--- src/rtl/core/unsigned_divide_by_invariant_top_assert.svh ---
// ---------------------------------------------------------------------------
// assertion macros shared by the divide-by-invariant core
// ---------------------------------------------------------------------------
`ifndef UNSIGNED_DIVIDE_BY_INVARIANT_TOP_ASSERT_SVH
`define UNSIGNED_DIVIDE_BY_INVARIANT_TOP_ASSERT_SVH

// same-cycle implication, sampled on clk, off during reset
`define UDBI_ASSERT_IMP(name, ante, cons) \
    name: assert property (@(posedge clk) disable iff (!rst_n) (ante) |-> (cons)) \
        else $error("udbi assertion failed");

// next-cycle implication, sampled on clk, off during reset
`define UDBI_ASSERT_NXT(name, ante, cons) \
    name: assert property (@(posedge clk) disable iff (!rst_n) (ante) |=> (cons)) \
        else $error("udbi assertion failed");

`endif

--- src/rtl/core/udbi_pkg.sv ---
// ---------------------------------------------------------------------------
// udbi_pkg
// shared types and constants of the divide-by-invariant core
// ---------------------------------------------------------------------------
package udbi_pkg;

    localparam int WORD_W   = 32;
    localparam int SHIFT_W  = 6;
    localparam int P_W      = 7;
    localparam int IN_W     = 32;
    localparam int OUT_W    = 72;

    localparam logic [WORD_W-1:0]  TOP_BIT      = 32'h8000_0000;
    localparam logic [WORD_W-1:0]  TOP_LESS_ONE = 32'h7FFF_FFFF;
    localparam logic [P_W-1:0]     P_START      = 7'd31;
    localparam logic [P_W-1:0]     P_LIMIT      = 7'd64;
    localparam logic [P_W-1:0]     P_WORD       = 7'd32;
    localparam logic [SHIFT_W-1:0] SHIFT_MAX    = 6'd32;

    // derived constants for one divisor
    typedef struct packed {
        logic [WORD_W-1:0]  multiplier;
        logic [SHIFT_W-1:0] shift;
        logic               add;
        logic               div_one;
    } magic_t;

    // request to the serial divider
    typedef struct packed {
        logic              start;
        logic [WORD_W-1:0] num;
        logic [WORD_W-1:0] den;
    } div_req_t;

    // answer from the serial divider
    typedef struct packed {
        logic              done;
        logic [WORD_W-1:0] quo;
        logic [WORD_W-1:0] rem;
    } div_rsp_t;

endpackage

--- src/rtl/core/udbi_divider.sv ---
// ---------------------------------------------------------------------------
// udbi_divider
// restoring radix-2 divider, one quotient bit per cycle
// ---------------------------------------------------------------------------
module udbi_divider (
    input  logic              clk,
    input  logic              rst_n,
    input  udbi_pkg::div_req_t req,
    output udbi_pkg::div_rsp_t rsp
);
    import udbi_pkg::*;

    logic                busy_reg;
    logic                done_reg;
    logic [4:0]          cnt_reg;
    logic [WORD_W-1:0]   rem_reg;
    logic [WORD_W-1:0]   num_reg;
    logic [WORD_W-1:0]   den_reg;

    logic [WORD_W:0]     trial;
    logic [WORD_W:0]     diff;
    logic                ge;

    assign trial = {rem_reg, num_reg[WORD_W-1]};
    assign diff  = trial - {1'b0, den_reg};
    assign ge    = (trial >= {1'b0, den_reg});

    always_ff @(posedge clk or negedge rst_n)
    begin
        if (!rst_n)
        begin
            busy_reg <= 1'b0;
            done_reg <= 1'b0;
            cnt_reg  <= '0;
        end
        else
        begin
            done_reg <= 1'b0;
            if (req.start)
            begin
                busy_reg <= 1'b1;
                cnt_reg  <= 5'd31;
            end
            else if (busy_reg)
            begin
                cnt_reg <= cnt_reg - 5'd1;
                if (cnt_reg == 5'd0)
                begin
                    busy_reg <= 1'b0;
                    done_reg <= 1'b1;
                end
            end
        end
    end

    // quotient bits shift in behind the dividend bits
    always_ff @(posedge clk)
    begin
        if (req.start)
        begin
            rem_reg <= '0;
            num_reg <= req.num;
            den_reg <= req.den;
        end
        else if (busy_reg)
        begin
            rem_reg <= ge ? diff[WORD_W-1:0] : trial[WORD_W-1:0];
            num_reg <= {num_reg[WORD_W-2:0], ge};
        end
    end

    assign rsp.done = done_reg;
    assign rsp.quo  = num_reg;
    assign rsp.rem  = rem_reg;

`include "unsigned_divide_by_invariant_top_assert.svh"

    `UDBI_ASSERT_IMP(a_start_when_free, req.start, !busy_reg)
    `UDBI_ASSERT_IMP(a_rem_below_den, done_reg, rem_reg < den_reg)

endmodule

--- src/rtl/core/udbi_magic.sv ---
// ---------------------------------------------------------------------------
// udbi_magic
// magic-number search run after each non-zero divisor write taken while idle
// ---------------------------------------------------------------------------
module udbi_magic (
    input  logic                       clk,
    input  logic                       rst_n,
    input  logic                       cfg_we,
    input  logic [udbi_pkg::WORD_W-1:0] cfg_wdata,
    output logic                       busy,
    output udbi_pkg::magic_t           magic,
    output udbi_pkg::div_req_t         div_req,
    input  udbi_pkg::div_rsp_t         div_rsp
);
    import udbi_pkg::*;

    typedef enum logic [5:0] {
        ST_IDLE    = 6'b000001,
        ST_DIV_REM = 6'b000010,
        ST_DIV_A   = 6'b000100,
        ST_DIV_B   = 6'b001000,
        ST_STEP    = 6'b010000,
        ST_TEST    = 6'b100000
    } state_t;

    state_t              state_reg;
    state_t              state_next;
    magic_t              magic_reg;
    logic                start_reg;
    logic [WORD_W-1:0]   num_reg;
    logic [WORD_W-1:0]   den_reg;

    logic [WORD_W-1:0]   d_reg;
    logic [WORD_W-1:0]   limit_reg;
    logic [WORD_W-1:0]   qa_reg;
    logic [WORD_W-1:0]   ra_reg;
    logic [WORD_W-1:0]   qb_reg;
    logic [WORD_W-1:0]   rb_reg;
    logic [P_W-1:0]      p_reg;
    logic                flag_reg;

    logic                cfg_take;
    logic                ra_br;
    logic                rb_br;
    logic [WORD_W-1:0]   qa_next;
    logic [WORD_W-1:0]   ra_next;
    logic [WORD_W-1:0]   qb_next;
    logic [WORD_W-1:0]   rb_next;
    logic                flag_set;
    logic [WORD_W-1:0]   gap;
    logic                keep_going;

    assign cfg_take = cfg_we && (cfg_wdata != '0);

    // one doubling round of both running quotients
    always_comb
    begin
        ra_br    = (ra_reg >= (limit_reg - ra_reg));
        qa_next  = {qa_reg[WORD_W-2:0], ra_br};
        ra_next  = ra_br ? ((ra_reg << 1) - limit_reg) : (ra_reg << 1);
        rb_br    = ((rb_reg + 32'd1) >= (d_reg - rb_reg));
        qb_next  = {qb_reg[WORD_W-2:0], rb_br};
        rb_next  = rb_br ? ((rb_reg << 1) + 32'd1 - d_reg) : ((rb_reg << 1) + 32'd1);
        flag_set = rb_br ? (qb_reg >= TOP_LESS_ONE) : (qb_reg >= TOP_BIT);
    end

    assign gap        = d_reg - 32'd1 - rb_reg;
    assign keep_going = (p_reg < P_LIMIT) &&
                        ((qa_reg < gap) || ((qa_reg == gap) && (ra_reg == '0)));

    always_comb
    begin
        state_next = state_reg;
        unique case (state_reg)
            ST_IDLE:
                if (cfg_take) state_next = ST_DIV_REM;
            ST_DIV_REM:
                if (div_rsp.done) state_next = ST_DIV_A;
            ST_DIV_A:
                if (div_rsp.done) state_next = ST_DIV_B;
            ST_DIV_B:
                if (div_rsp.done) state_next = ST_STEP;
            ST_STEP:
                state_next = ST_TEST;
            ST_TEST:
                state_next = keep_going ? ST_STEP : ST_IDLE;
            default:
                state_next = ST_IDLE;
        endcase
    end

    always_ff @(posedge clk or negedge rst_n)
    begin
        if (!rst_n)
        begin
            state_reg            <= ST_IDLE;
            start_reg            <= 1'b0;
            magic_reg.multiplier <= 32'd2;
            magic_reg.shift      <= '0;
            magic_reg.add        <= 1'b1;
            magic_reg.div_one    <= 1'b1;
        end
        else
        begin
            state_reg <= state_next;
            start_reg <= ((state_reg == ST_IDLE) && cfg_take) ||
                         (((state_reg == ST_DIV_REM) || (state_reg == ST_DIV_A)) &&
                          div_rsp.done);
            if ((state_reg == ST_TEST) && !keep_going)
            begin
                magic_reg.multiplier <= qb_reg + 32'd1;
                magic_reg.shift      <= SHIFT_W'(p_reg - P_WORD);
                magic_reg.add        <= flag_reg;
                magic_reg.div_one    <= (d_reg == 32'd1);
            end
        end
    end

    always_ff @(posedge clk)
    begin
        case (state_reg)
            ST_IDLE:
                if (cfg_take)
                begin
                    d_reg   <= cfg_wdata;
                    num_reg <= 32'd0 - cfg_wdata;
                    den_reg <= cfg_wdata;
                end
            ST_DIV_REM:
                if (div_rsp.done)
                begin
                    // limit = all ones minus (2^32 mod d)
                    limit_reg <= ~div_rsp.rem;
                    num_reg   <= TOP_BIT;
                    den_reg   <= ~div_rsp.rem;
                end
            ST_DIV_A:
                if (div_rsp.done)
                begin
                    qa_reg  <= div_rsp.quo;
                    ra_reg  <= div_rsp.rem;
                    num_reg <= TOP_BIT;
                    den_reg <= d_reg;
                end
            ST_DIV_B:
                if (div_rsp.done)
                begin
                    qb_reg   <= div_rsp.quo;
                    rb_reg   <= div_rsp.rem;
                    p_reg    <= P_START;
                    flag_reg <= 1'b0;
                end
            ST_STEP:
            begin
                qa_reg <= qa_next;
                ra_reg <= ra_next;
                qb_reg <= qb_next;
                rb_reg <= rb_next;
                p_reg  <= p_reg + 7'd1;
                if (flag_set) flag_reg <= 1'b1;
            end
            default:
            begin
            end
        endcase
    end

    assign busy          = (state_reg != ST_IDLE);
    assign magic         = magic_reg;
    assign div_req.start = start_reg;
    assign div_req.num   = num_reg;
    assign div_req.den   = den_reg;

`include "unsigned_divide_by_invariant_top_assert.svh"

    `UDBI_ASSERT_IMP(a_done_in_div_state, div_rsp.done,
        (state_reg == ST_DIV_REM) || (state_reg == ST_DIV_A) || (state_reg == ST_DIV_B))
    `UDBI_ASSERT_IMP(a_round_bound, state_reg == ST_TEST, p_reg <= P_LIMIT)
    `UDBI_ASSERT_NXT(a_shift_bound, (state_reg == ST_TEST) && !keep_going,
        magic_reg.shift <= SHIFT_MAX)

endmodule

--- src/rtl/core/udbi_datapath.sv ---
// ---------------------------------------------------------------------------
// udbi_datapath
// input register, multiply-high register, shift/correct into result register
// ---------------------------------------------------------------------------
module udbi_datapath (
    input  logic                        clk,
    input  logic                        rst_n,
    input  logic                        hold,
    input  udbi_pkg::magic_t            magic,
    input  logic                        s_axis_tvalid,
    output logic                        s_axis_tready,
    input  logic [udbi_pkg::IN_W-1:0]   s_axis_tdata,
    output logic                        m_axis_tvalid,
    input  logic                        m_axis_tready,
    output logic [udbi_pkg::OUT_W-1:0]  m_axis_tdata
);
    import udbi_pkg::*;

    logic                a_valid_reg;
    logic [WORD_W-1:0]   a_x_reg;
    logic                b_valid_reg;
    logic [WORD_W-1:0]   b_x_reg;
    logic [WORD_W-1:0]   b_hi_reg;
    logic                o_valid_reg;
    logic [OUT_W-1:0]    o_data_reg;

    logic                o_ready;
    logic                b_ready;
    logic                a_ready;
    logic [2*WORD_W-1:0] product;
    logic [SHIFT_W-1:0]  sh_clip;
    logic [SHIFT_W-1:0]  sh_less;
    logic [WORD_W-1:0]   diff;
    logic [WORD_W:0]     t_sum;
    logic [WORD_W:0]     t_shift;
    logic [WORD_W-1:0]   quotient;

    assign o_ready = !o_valid_reg || m_axis_tready;
    assign b_ready = !b_valid_reg || o_ready;
    assign a_ready = !a_valid_reg || b_ready;

    assign s_axis_tready = a_ready && !hold;

    assign product = {32'd0, a_x_reg} * {32'd0, magic.multiplier};

    always_comb
    begin
        sh_clip  = (magic.shift > SHIFT_MAX) ? SHIFT_MAX : magic.shift;
        sh_less  = (sh_clip == '0) ? '0 : (sh_clip - 6'd1);
        diff     = b_x_reg - b_hi_reg;
        // add-and-halve path keeps the carry bit
        t_sum    = {2'b00, diff[WORD_W-1:1]} + {1'b0, b_hi_reg};
        t_shift  = t_sum >> sh_less;
        if (magic.div_one)
            quotient = b_x_reg;
        else if (magic.add)
            quotient = t_shift[WORD_W-1:0];
        else
            quotient = b_hi_reg >> sh_clip;
    end

    always_ff @(posedge clk or negedge rst_n)
    begin
        if (!rst_n)
        begin
            a_valid_reg <= 1'b0;
            b_valid_reg <= 1'b0;
            o_valid_reg <= 1'b0;
        end
        else
        begin
            if (a_ready) a_valid_reg <= s_axis_tvalid && s_axis_tready;
            if (b_ready) b_valid_reg <= a_valid_reg;
            if (o_ready) o_valid_reg <= b_valid_reg;
        end
    end

    always_ff @(posedge clk)
    begin
        if (a_ready) a_x_reg <= s_axis_tdata;
        if (b_ready)
        begin
            b_x_reg  <= a_x_reg;
            b_hi_reg <= product[2*WORD_W-1:WORD_W];
        end
        if (o_ready)
            o_data_reg <= {1'b0, magic.add, magic.shift, magic.multiplier, quotient};
    end

    assign m_axis_tvalid = o_valid_reg;
    assign m_axis_tdata  = o_data_reg;

endmodule

--- src/rtl/core/unsigned_divide_by_invariant_top.sv ---
// ---------------------------------------------------------------------------
// unsigned_divide_by_invariant_top
// unsigned 32-bit divide by a configured divisor through a magic multiplier
// ---------------------------------------------------------------------------
//   port group   dir   bits  contents
//   cfg          in    32    divisor write (zero is ignored)
//   s_axis       in    32    dividend
//   m_axis       out   72    quotient, multiplier, post shift, add flag
//
// one dividend per cycle when neither m_axis nor a magic search stalls
// a divisor write starts the magic search: three serial divides, then 1 to
// 33 rounds, each an ST_STEP and an ST_TEST state; s_axis_tready stays low
// meanwhile
// reset loads the constants for a divisor of one, no search needed
// a stalled result holds in the output register while the pipe fills behind it
// ---------------------------------------------------------------------------
module unsigned_divide_by_invariant_top (
    input  logic                        clk,
    input  logic                        rst_n,
    input  logic                        cfg_we,
    input  logic [udbi_pkg::WORD_W-1:0] cfg_wdata,
    input  logic                        s_axis_tvalid,
    output logic                        s_axis_tready,
    // [31:0] dividend
    input  logic [udbi_pkg::IN_W-1:0]   s_axis_tdata,
    output logic                        m_axis_tvalid,
    input  logic                        m_axis_tready,
    // [31:0] quotient, [63:32] magic_multiplier, [69:64] post_shift,
    // [70] add_flag, [71] zero
    output logic [udbi_pkg::OUT_W-1:0]  m_axis_tdata
);
    import udbi_pkg::*;

    magic_t   magic;
    div_req_t div_req;
    div_rsp_t div_rsp;
    logic     busy;
    logic     hold;

    assign hold = busy || cfg_we;

    udbi_divider u_divider (
        .clk   (clk),
        .rst_n (rst_n),
        .req   (div_req),
        .rsp   (div_rsp)
    );

    udbi_magic u_magic (
        .clk       (clk),
        .rst_n     (rst_n),
        .cfg_we    (cfg_we),
        .cfg_wdata (cfg_wdata),
        .busy      (busy),
        .magic     (magic),
        .div_req   (div_req),
        .div_rsp   (div_rsp)
    );

    udbi_datapath u_datapath (
        .clk           (clk),
        .rst_n         (rst_n),
        .hold          (hold),
        .magic         (magic),
        .s_axis_tvalid (s_axis_tvalid),
        .s_axis_tready (s_axis_tready),
        .s_axis_tdata  (s_axis_tdata),
        .m_axis_tvalid (m_axis_tvalid),
        .m_axis_tready (m_axis_tready),
        .m_axis_tdata  (m_axis_tdata)
    );

endmodule
--- config.mk ---
export PLATFORM = sky130hd
export DESIGN_NAME = unsigned_divide_by_invariant_top
export DESIGN_NICKNAME = d
export VERILOG_FILES = /design/src/rtl/core/udbi_pkg.sv /design/src/rtl/core/udbi_divider.sv /design/src/rtl/core/udbi_magic.sv /design/src/rtl/core/udbi_datapath.sv /design/src/rtl/core/unsigned_divide_by_invariant_top.sv
export VERILOG_INCLUDE_DIRS = /design/src /design/src/rtl/core
export SDC_FILE = /design/constraint.sdc
export NUM_CORES = 2
export LEC_CHECK = 0
export ABC_AREA = 1
export BUFFER_PORTS_ARGS = -buffer_cell sky130_fd_sc_hd__buf_2
export CORE_ASPECT_RATIO = 0.75
export CORE_MARGIN = 3
export CORE_UTILIZATION = 25
export CTS_CLUSTER_SIZE = 16
export DETAILED_ROUTE_END_ITERATION = 8
export GPL_ROUTABILITY_DRIVEN = 0
export PLACE_DENSITY_LB_ADDON = 0.2
export SLEW_MARGIN = 20
export SYNTH_ARGS = -nofsm -noshare
export SYNTH_HDL_FRONTEND = slang
export SYNTH_SLANG_ARGS = --single-unit
--- constraint.sdc ---
create_clock -name clk -period 19.6 [get_ports clk]
set_input_delay 1.96 -clock clk [delete_from_list [all_inputs] [get_ports clk]]
set_output_delay 1.96 -clock clk [all_outputs]
set_load 0.02 [all_outputs]
# Word level (Yosys, flattened, before mapping)
# Index checks and enable logic that the tools add are counted.
# classes
reduce_logical	38
n_eq_ne	15
add_sub_neg	17
div_mod_pow	0
bitwise	1
n_mul	1
order_cmp	8
shifts	2
n_mux	42
# op_table
op	count
$mux W32	14
$pmux W32 S2	5
$sub A32 B32 Y32	7
$add A32 B1 Y32 const B	3
$pmux W32 S3	1
$ge A32 B32 Y1	2
$mul A32 B32 Y64	1
$mux W6	6
$pmux W6 S6	1
$add A31 B32 Y33	1
$ge A33 B32 Y1	1
$shr A33 B6 Y32	1
$eq A32 B1 Y1 const B	1
$eq A32 B32 Y1	1
$ge A32 B31 Y1 const B	1
$ge A32 B32 Y1 const B	1
$logic_not A32 Y1	1
$lt A32 B32 Y1	1
$not A32 Y32	1
$reduce_bool A32 Y1	1
$shr A32 B6 Y32	1
$sub A1 B32 Y32 const A	1
$sub A32 B1 Y32 const B	1
$mux W5	3
30 further kinds	67
# totals
mem_bits_ro	0
mem_bits_rw	0
memories	0
latch_bits	0
output_inout_bits	74
inputBits	69
regBits	584
word_cells	153

# Depth between registers and ports, before layout
# logic_depth
depth_word	8
mapped_depth	36
depth_no_buf	36

# Cells and area by module
# From an unflattened synthesis, not the netlist that was laid out.
# unflattened
cells_unflattened	11038
area_unflattened_um2	81288.0
# by_module_without_submodules
mod	cells_each	area_per_inst_um2	seq_area_each_um2	n_inst
udbi_datapath	6380	47812.1	5089.9	1
udbi_magic	3664	26611.8	9108.7	1
udbi_divider	991	6852.8	2737.6	1
unsigned_divide_by_invariant_top	3	11.3	0.0	1

# Least setup slack after synthesis
# Ideal clock, no wire load.
# synth_path
path_type	input to output
from	in m_axis_tready
to	out s_axis_tready
cell_stages	6
required_ps	17640
n_path_buf	0
path_slack_ps	12004
arrival_time_ps	5636
cell_sequence	inv_1 -> nand2_1 -> nor2_1 -> inv_1 -> nor2_1 -> nor3_1
# synth_via
elab_chain_cells	4
# synth_rtl
element	line	rtl
start, declared	unsigned_divide_by_invariant_top.sv:27	input logic m_axis_tready,
$logic_or A1 B1 Y1	udbi_datapath.sv:38	assign o_ready = !o_valid_reg || m_axis_tready;
via u_datapath.o_ready	udbi_datapath.sv:27	logic o_ready;
$logic_or A1 B1 Y1	udbi_datapath.sv:39	assign b_ready = !b_valid_reg || o_ready;
via u_datapath.b_ready	udbi_datapath.sv:28	logic b_ready;
$logic_or A1 B1 Y1	udbi_datapath.sv:40	assign a_ready = !a_valid_reg || b_ready;
$logic_and A1 B1 Y1	udbi_datapath.sv:42	assign s_axis_tready = a_ready && !hold;
end, declared	unsigned_divide_by_invariant_top.sv:23	output logic s_axis_tready,
# The timed path passes the listed nets, and every way through them passes these cells.

# Worst setup path after layout
# layout_path
from	reg u_magic.magic_reg (netlist bit u_magic.magic[34])
to	reg u_datapath.b_hi_reg[26], data pin
# layout_via
elab_chain_cells	1
# layout_rtl
element	line	rtl
start, declared	udbi_magic.sv:28	magic_t magic_reg;
$mul A32 B32 Y64	udbi_datapath.sv:44	assign product = {32'd0, a_x_reg} * {32'd0, magic.multiplier};
via u_datapath.product[58]	udbi_datapath.sv:30	logic [2*WORD_W-1:0] product;
end signal, assigned	udbi_datapath.sv:84	b_hi_reg <= product[2*WORD_W-1:WORD_W];
end, declared	udbi_datapath.sv:23	logic [WORD_W-1:0] b_hi_reg;
# The timed path passes the listed nets, and every way through them passes these cells.
# A chain may end at the register's enable or synchronous reset.

==> results by group <==
Status
  – Status: finished, final reports clean

Cells and area
  – Multi-input logic area: just over 50000 um^2
  – Register area: between 15000 and 20000 um^2
  – Fin cells: about 14000
  – Layout Nets: ~12000
  – Layout area overhead: 9.74%
  – # fillers: between 30000 and 40000
  – Largest register FFs: between 70 and 80
  – Post-route design area: about 85000 um^2
  – Layout cell share with drive strength beyond 1: under 10%

Global routing
  – First-pass GRT wire length: between 400 and 500 mm
  – Total track usage: 18.6%
  – Vias in the first global route: ~67000
  – Largest net degree at the start of global routing: 72
  – GR Overflow Total: 0
  – Initial antenna violation count: 15

Placed design
  – Placed Area: 82600 um^2
  – Port bufs: 141
  – Placed Instances: ~14000
  – Post-Place Setup Slack: around 12 ns
  – Post-DP HPWL: 237 mm

Yosys
  – Most numerous cell in the Yosys netlist: nand2_1
  – Async SR Flop Fraction: a little under 10%
  – Largest family of logic cells by synthesized area: adder cells
  – XOR/XNOR share of the synthesized area: 3.35%
  – Compound-Gate Fraction of Synth Area: under 10%
  – Synth warn: 0
  – Mux cell area share after synthesis: less than 1%
  – Synthesis-stage register bit count: just under 600
  – Mapped Cells: a little over 10000
  – Syn_nets: about 12000
  – Synth top area share: 23.4%
  – Post-synthesis simple-gate area fraction: approximately 20%
  – EDFF count, synth: about 500
  – Post-synthesis sequential area ratio: 21.9%
  – Syn avg cell area: about 7.7 um^2
  – Largest cells by area after synthesis: fa_1 (23%), edfxtp_1 (19%), nand2_1 (13%)
  – Synth Area in Adders: about a third
  – Ys flop type: edfxtp_1
  – Unique masters post-synth: between 60 and 70
  – Commonest cells in the netlist: nand2_1 (2591), inv_1 (2317), fa_1 (903), ha_1 (581), a21oi_1 (518)
  – Cell area after synthesis: slightly below 80000 um^2
  – Largest area contributor in the netlist: fa_1

Setup path
  – CP Capture Type: register
  – Ordered list of cells on the worst path: nand2_1 -> fa_1 -> inv_1 -> fa_1 -> fa_1 -> fa_1 -> fa_1 -> fa_1 -> fa_1 -> ha_1 -> ha_1 -> nand2_1 -> nor2_1 -> inv_1 -> nor2_1 -> inv_1 -> nor3_1 -> nand4_1 -> or2_2 -> o2111ai_1 -> a21oi_1 -> xnor2_1
  – Startpoint types: register
  – Worst path arrival time: slightly above 8 ns
  – Req. time, crit path: approximately 20 ns
  – Critical path's largest stage delay: about 1.1 ns
  – Critical Path Start: u_magic.magic[34]
  – Setup CP Type: register to register
  – CP max stage cell: dfrtp_2
  – Cell mode on critical path: fa_1
  – Worst path bufs/invs: 3
  – Crit Path Max Fanout: 34
  – Kind of cell adding the most delay to the critical path: adder cells
  – FF-to-FF Start: u_magic.magic[34]

Floorplanning
  – Number of I/O pins: approximately 140
  – Core ar.: 307000 um^2
  – Std cell rows: between 150 and 200
  – Die width: roughly 650 um
  – Die height: around 490 um
  – Starting Density: 25.2%
  – Die ar.: between 300000 and 400000 um^2

Clocking
  – Worst-path clk slew: approximately 0.07 ns
  – Post-CTS Setup Bufs: 0
  – Hold Buf Count CTS: 0
  – Clk sinks: 584
  – Htree depth: 3
  – CTS tree: done
  – Post-CTS sizing: 0
  – Number of CTS-inserted buffers: a little under 70
  – Clock Path Buffers: 3
  – Worst skew pair latency: about 0.7 ns
  – Clock root cell: clkbuf_16

Timing
  – Max Slew Vio Count: 0
  – Clock Skew: ~0.055 ns
  – Final Cycle Share: a little under 40%
  – Fmax: between 100 and 150 MHz
  – Final Hold Fails: 0
  – Tightest Pin Transition: about 1.4 ns
  – Setup TNS: 0 ns
  – Worst Slack Setup Final: ~12 ns
  – Max-Slew Margin vs Limit: 8.05%
  – RSZ-0062 raised after global routing: false
  – Worst hold slack: roughly 0.42 ns
  – Setup violations, final: 0
  – Fin crit period: roughly 7.8 ns

Routing
  – Via count: 66600
  – Pre-antenna DRT Iters: 6
  – DRC violations left: 0
  – Initial DRC count: slightly below 6000
  – Wirelength per Cell: about 21 um
  – Wirelength, routed: 296 mm
  – Post-route ant nets: 0
  – Vias/cell: roughly 4.7

Power and ir drop
  – PwrDens: approximately 64 nW/um^2
  – Leakage: ~45 nW
  – VDD IR max: about 0.00007 V

Hold path
  – Hold Path Origin: u_magic.den_reg[12]
  – HP Class: register to register

Job
  – Max-Cap Viols: 0
==> worst paths after layout <==
| check | endpoint | slack (ns) | depth (start not counted) |
|---|---|---|---|
| max in group asynchronous | u_magic.magic[20] | 17.38 | 2 |
| worst max-delay path | u_datapath.b_hi_reg[26] | 11.84 | 22 |
| worst min-delay path | u_divider.den_reg[12] | 0.42 | 0 |
| worst min register to register | u_divider.den_reg[12] | 0.42 | 0 |
| worst max register to register | u_datapath.b_hi_reg[26] | 11.84 | 22 |
| min in group asynchronous | u_magic.state_reg[2] | 1.17 | 1 |
==> where the power goes <==
| group | switching [W] | internal (W) | leakage, nW |
|---|---|---|---|
| sequential | 0.000236 | 0.00170 | 6.01 |
| clock | 0.000627 | 0.000775 | 1.11 |
| combinational | 0.00148 | 0.000621 | 37.5 |
| total | 0.00234 | 0.00310 | 44.6 |
==> final cells by class <==
class	instances	area share, %
Clock buffer	83	2.12
Sequential cell	584	20.0
Inverter	2327	10.3
Timing Repair Buffer	230	1.64
Clock inverter	42	0.623
Tap cell	4094	6.03
Antenna cell	3	0.00884
Multi-Input combinational cell	6787	59.3
==> worst reg2reg max path, cell delays in order (launching register included) <==
cell       delay [ns]
dfrtp_2          1.07
nand2_1          0.32
fa_1             0.62
inv_1            0.06
fa_1             0.45
fa_1             0.56
fa_1             0.46
fa_1             0.43
fa_1             0.54
fa_1             0.43
ha_1             0.34
ha_1             0.52
nand2_1          0.18
nor2_1           0.17
inv_1            0.09
nor2_1           0.16
inv_1            0.08
nor3_1           0.20
nand4_1          0.10
or2_2            0.31
o2111ai_1        0.15
a21oi_1          0.14
xnor2_1          0.16
==> layer usage <==
layer / global-route usage [%] / routed length, um / vias up
li1: - / - / 31000
met1: 27.4 / 141000 / 33200
met2: 29.1 / 130000 / 2149
met3: 2.47 / 19100 / 283
met4: 3.52 / 6250 / 4
met5: 0.122 / 62 / -
==> cells by family (layout without fill, tap and decap cells) <==
| logic type | count (synthesis) | count (layout) |
|---|---|---|
| AO/OA/AOI/OAI | 1243 | 1243 |
| XOR/XNOR | 296 | 296 |
| adder cells (fa/ha/maj) | 1484 | 1484 |
| buffers and inverters | 2695 | 2682 |
| flip-flops | 584 | 584 |
| multiplexers | 4 | 4 |
| other | 1 | 4 |
| AND/OR/NAND/NOR | 3759 | 3759 |
==> metrics by stage <==
step	power, W	util, %
after floorplan	0.00315	-
after global placement	0.00401	26.9
after detailed placement	0.00403	26.9
after CTS	0.00546	27.6
after global routing	0.00575	27.6
final	0.00544	27.6
==> layout by cell type (no fill, tap or decap), types with 80 or more instances in the layout <==
master    instances
ha_1            581
xor2_1          198
nand4_1          80
inv_1          2314
edfxtp_1        495
buf_2           140
buf_4            89
nor2_1          467
fa_1            903
nand3_1         415
nor3_1           97
a21oi_1         517
o21ai_0         419
nand2_1        2585
xnor2_1          98
No activity file was read; power rests on OpenSTA's default activity.
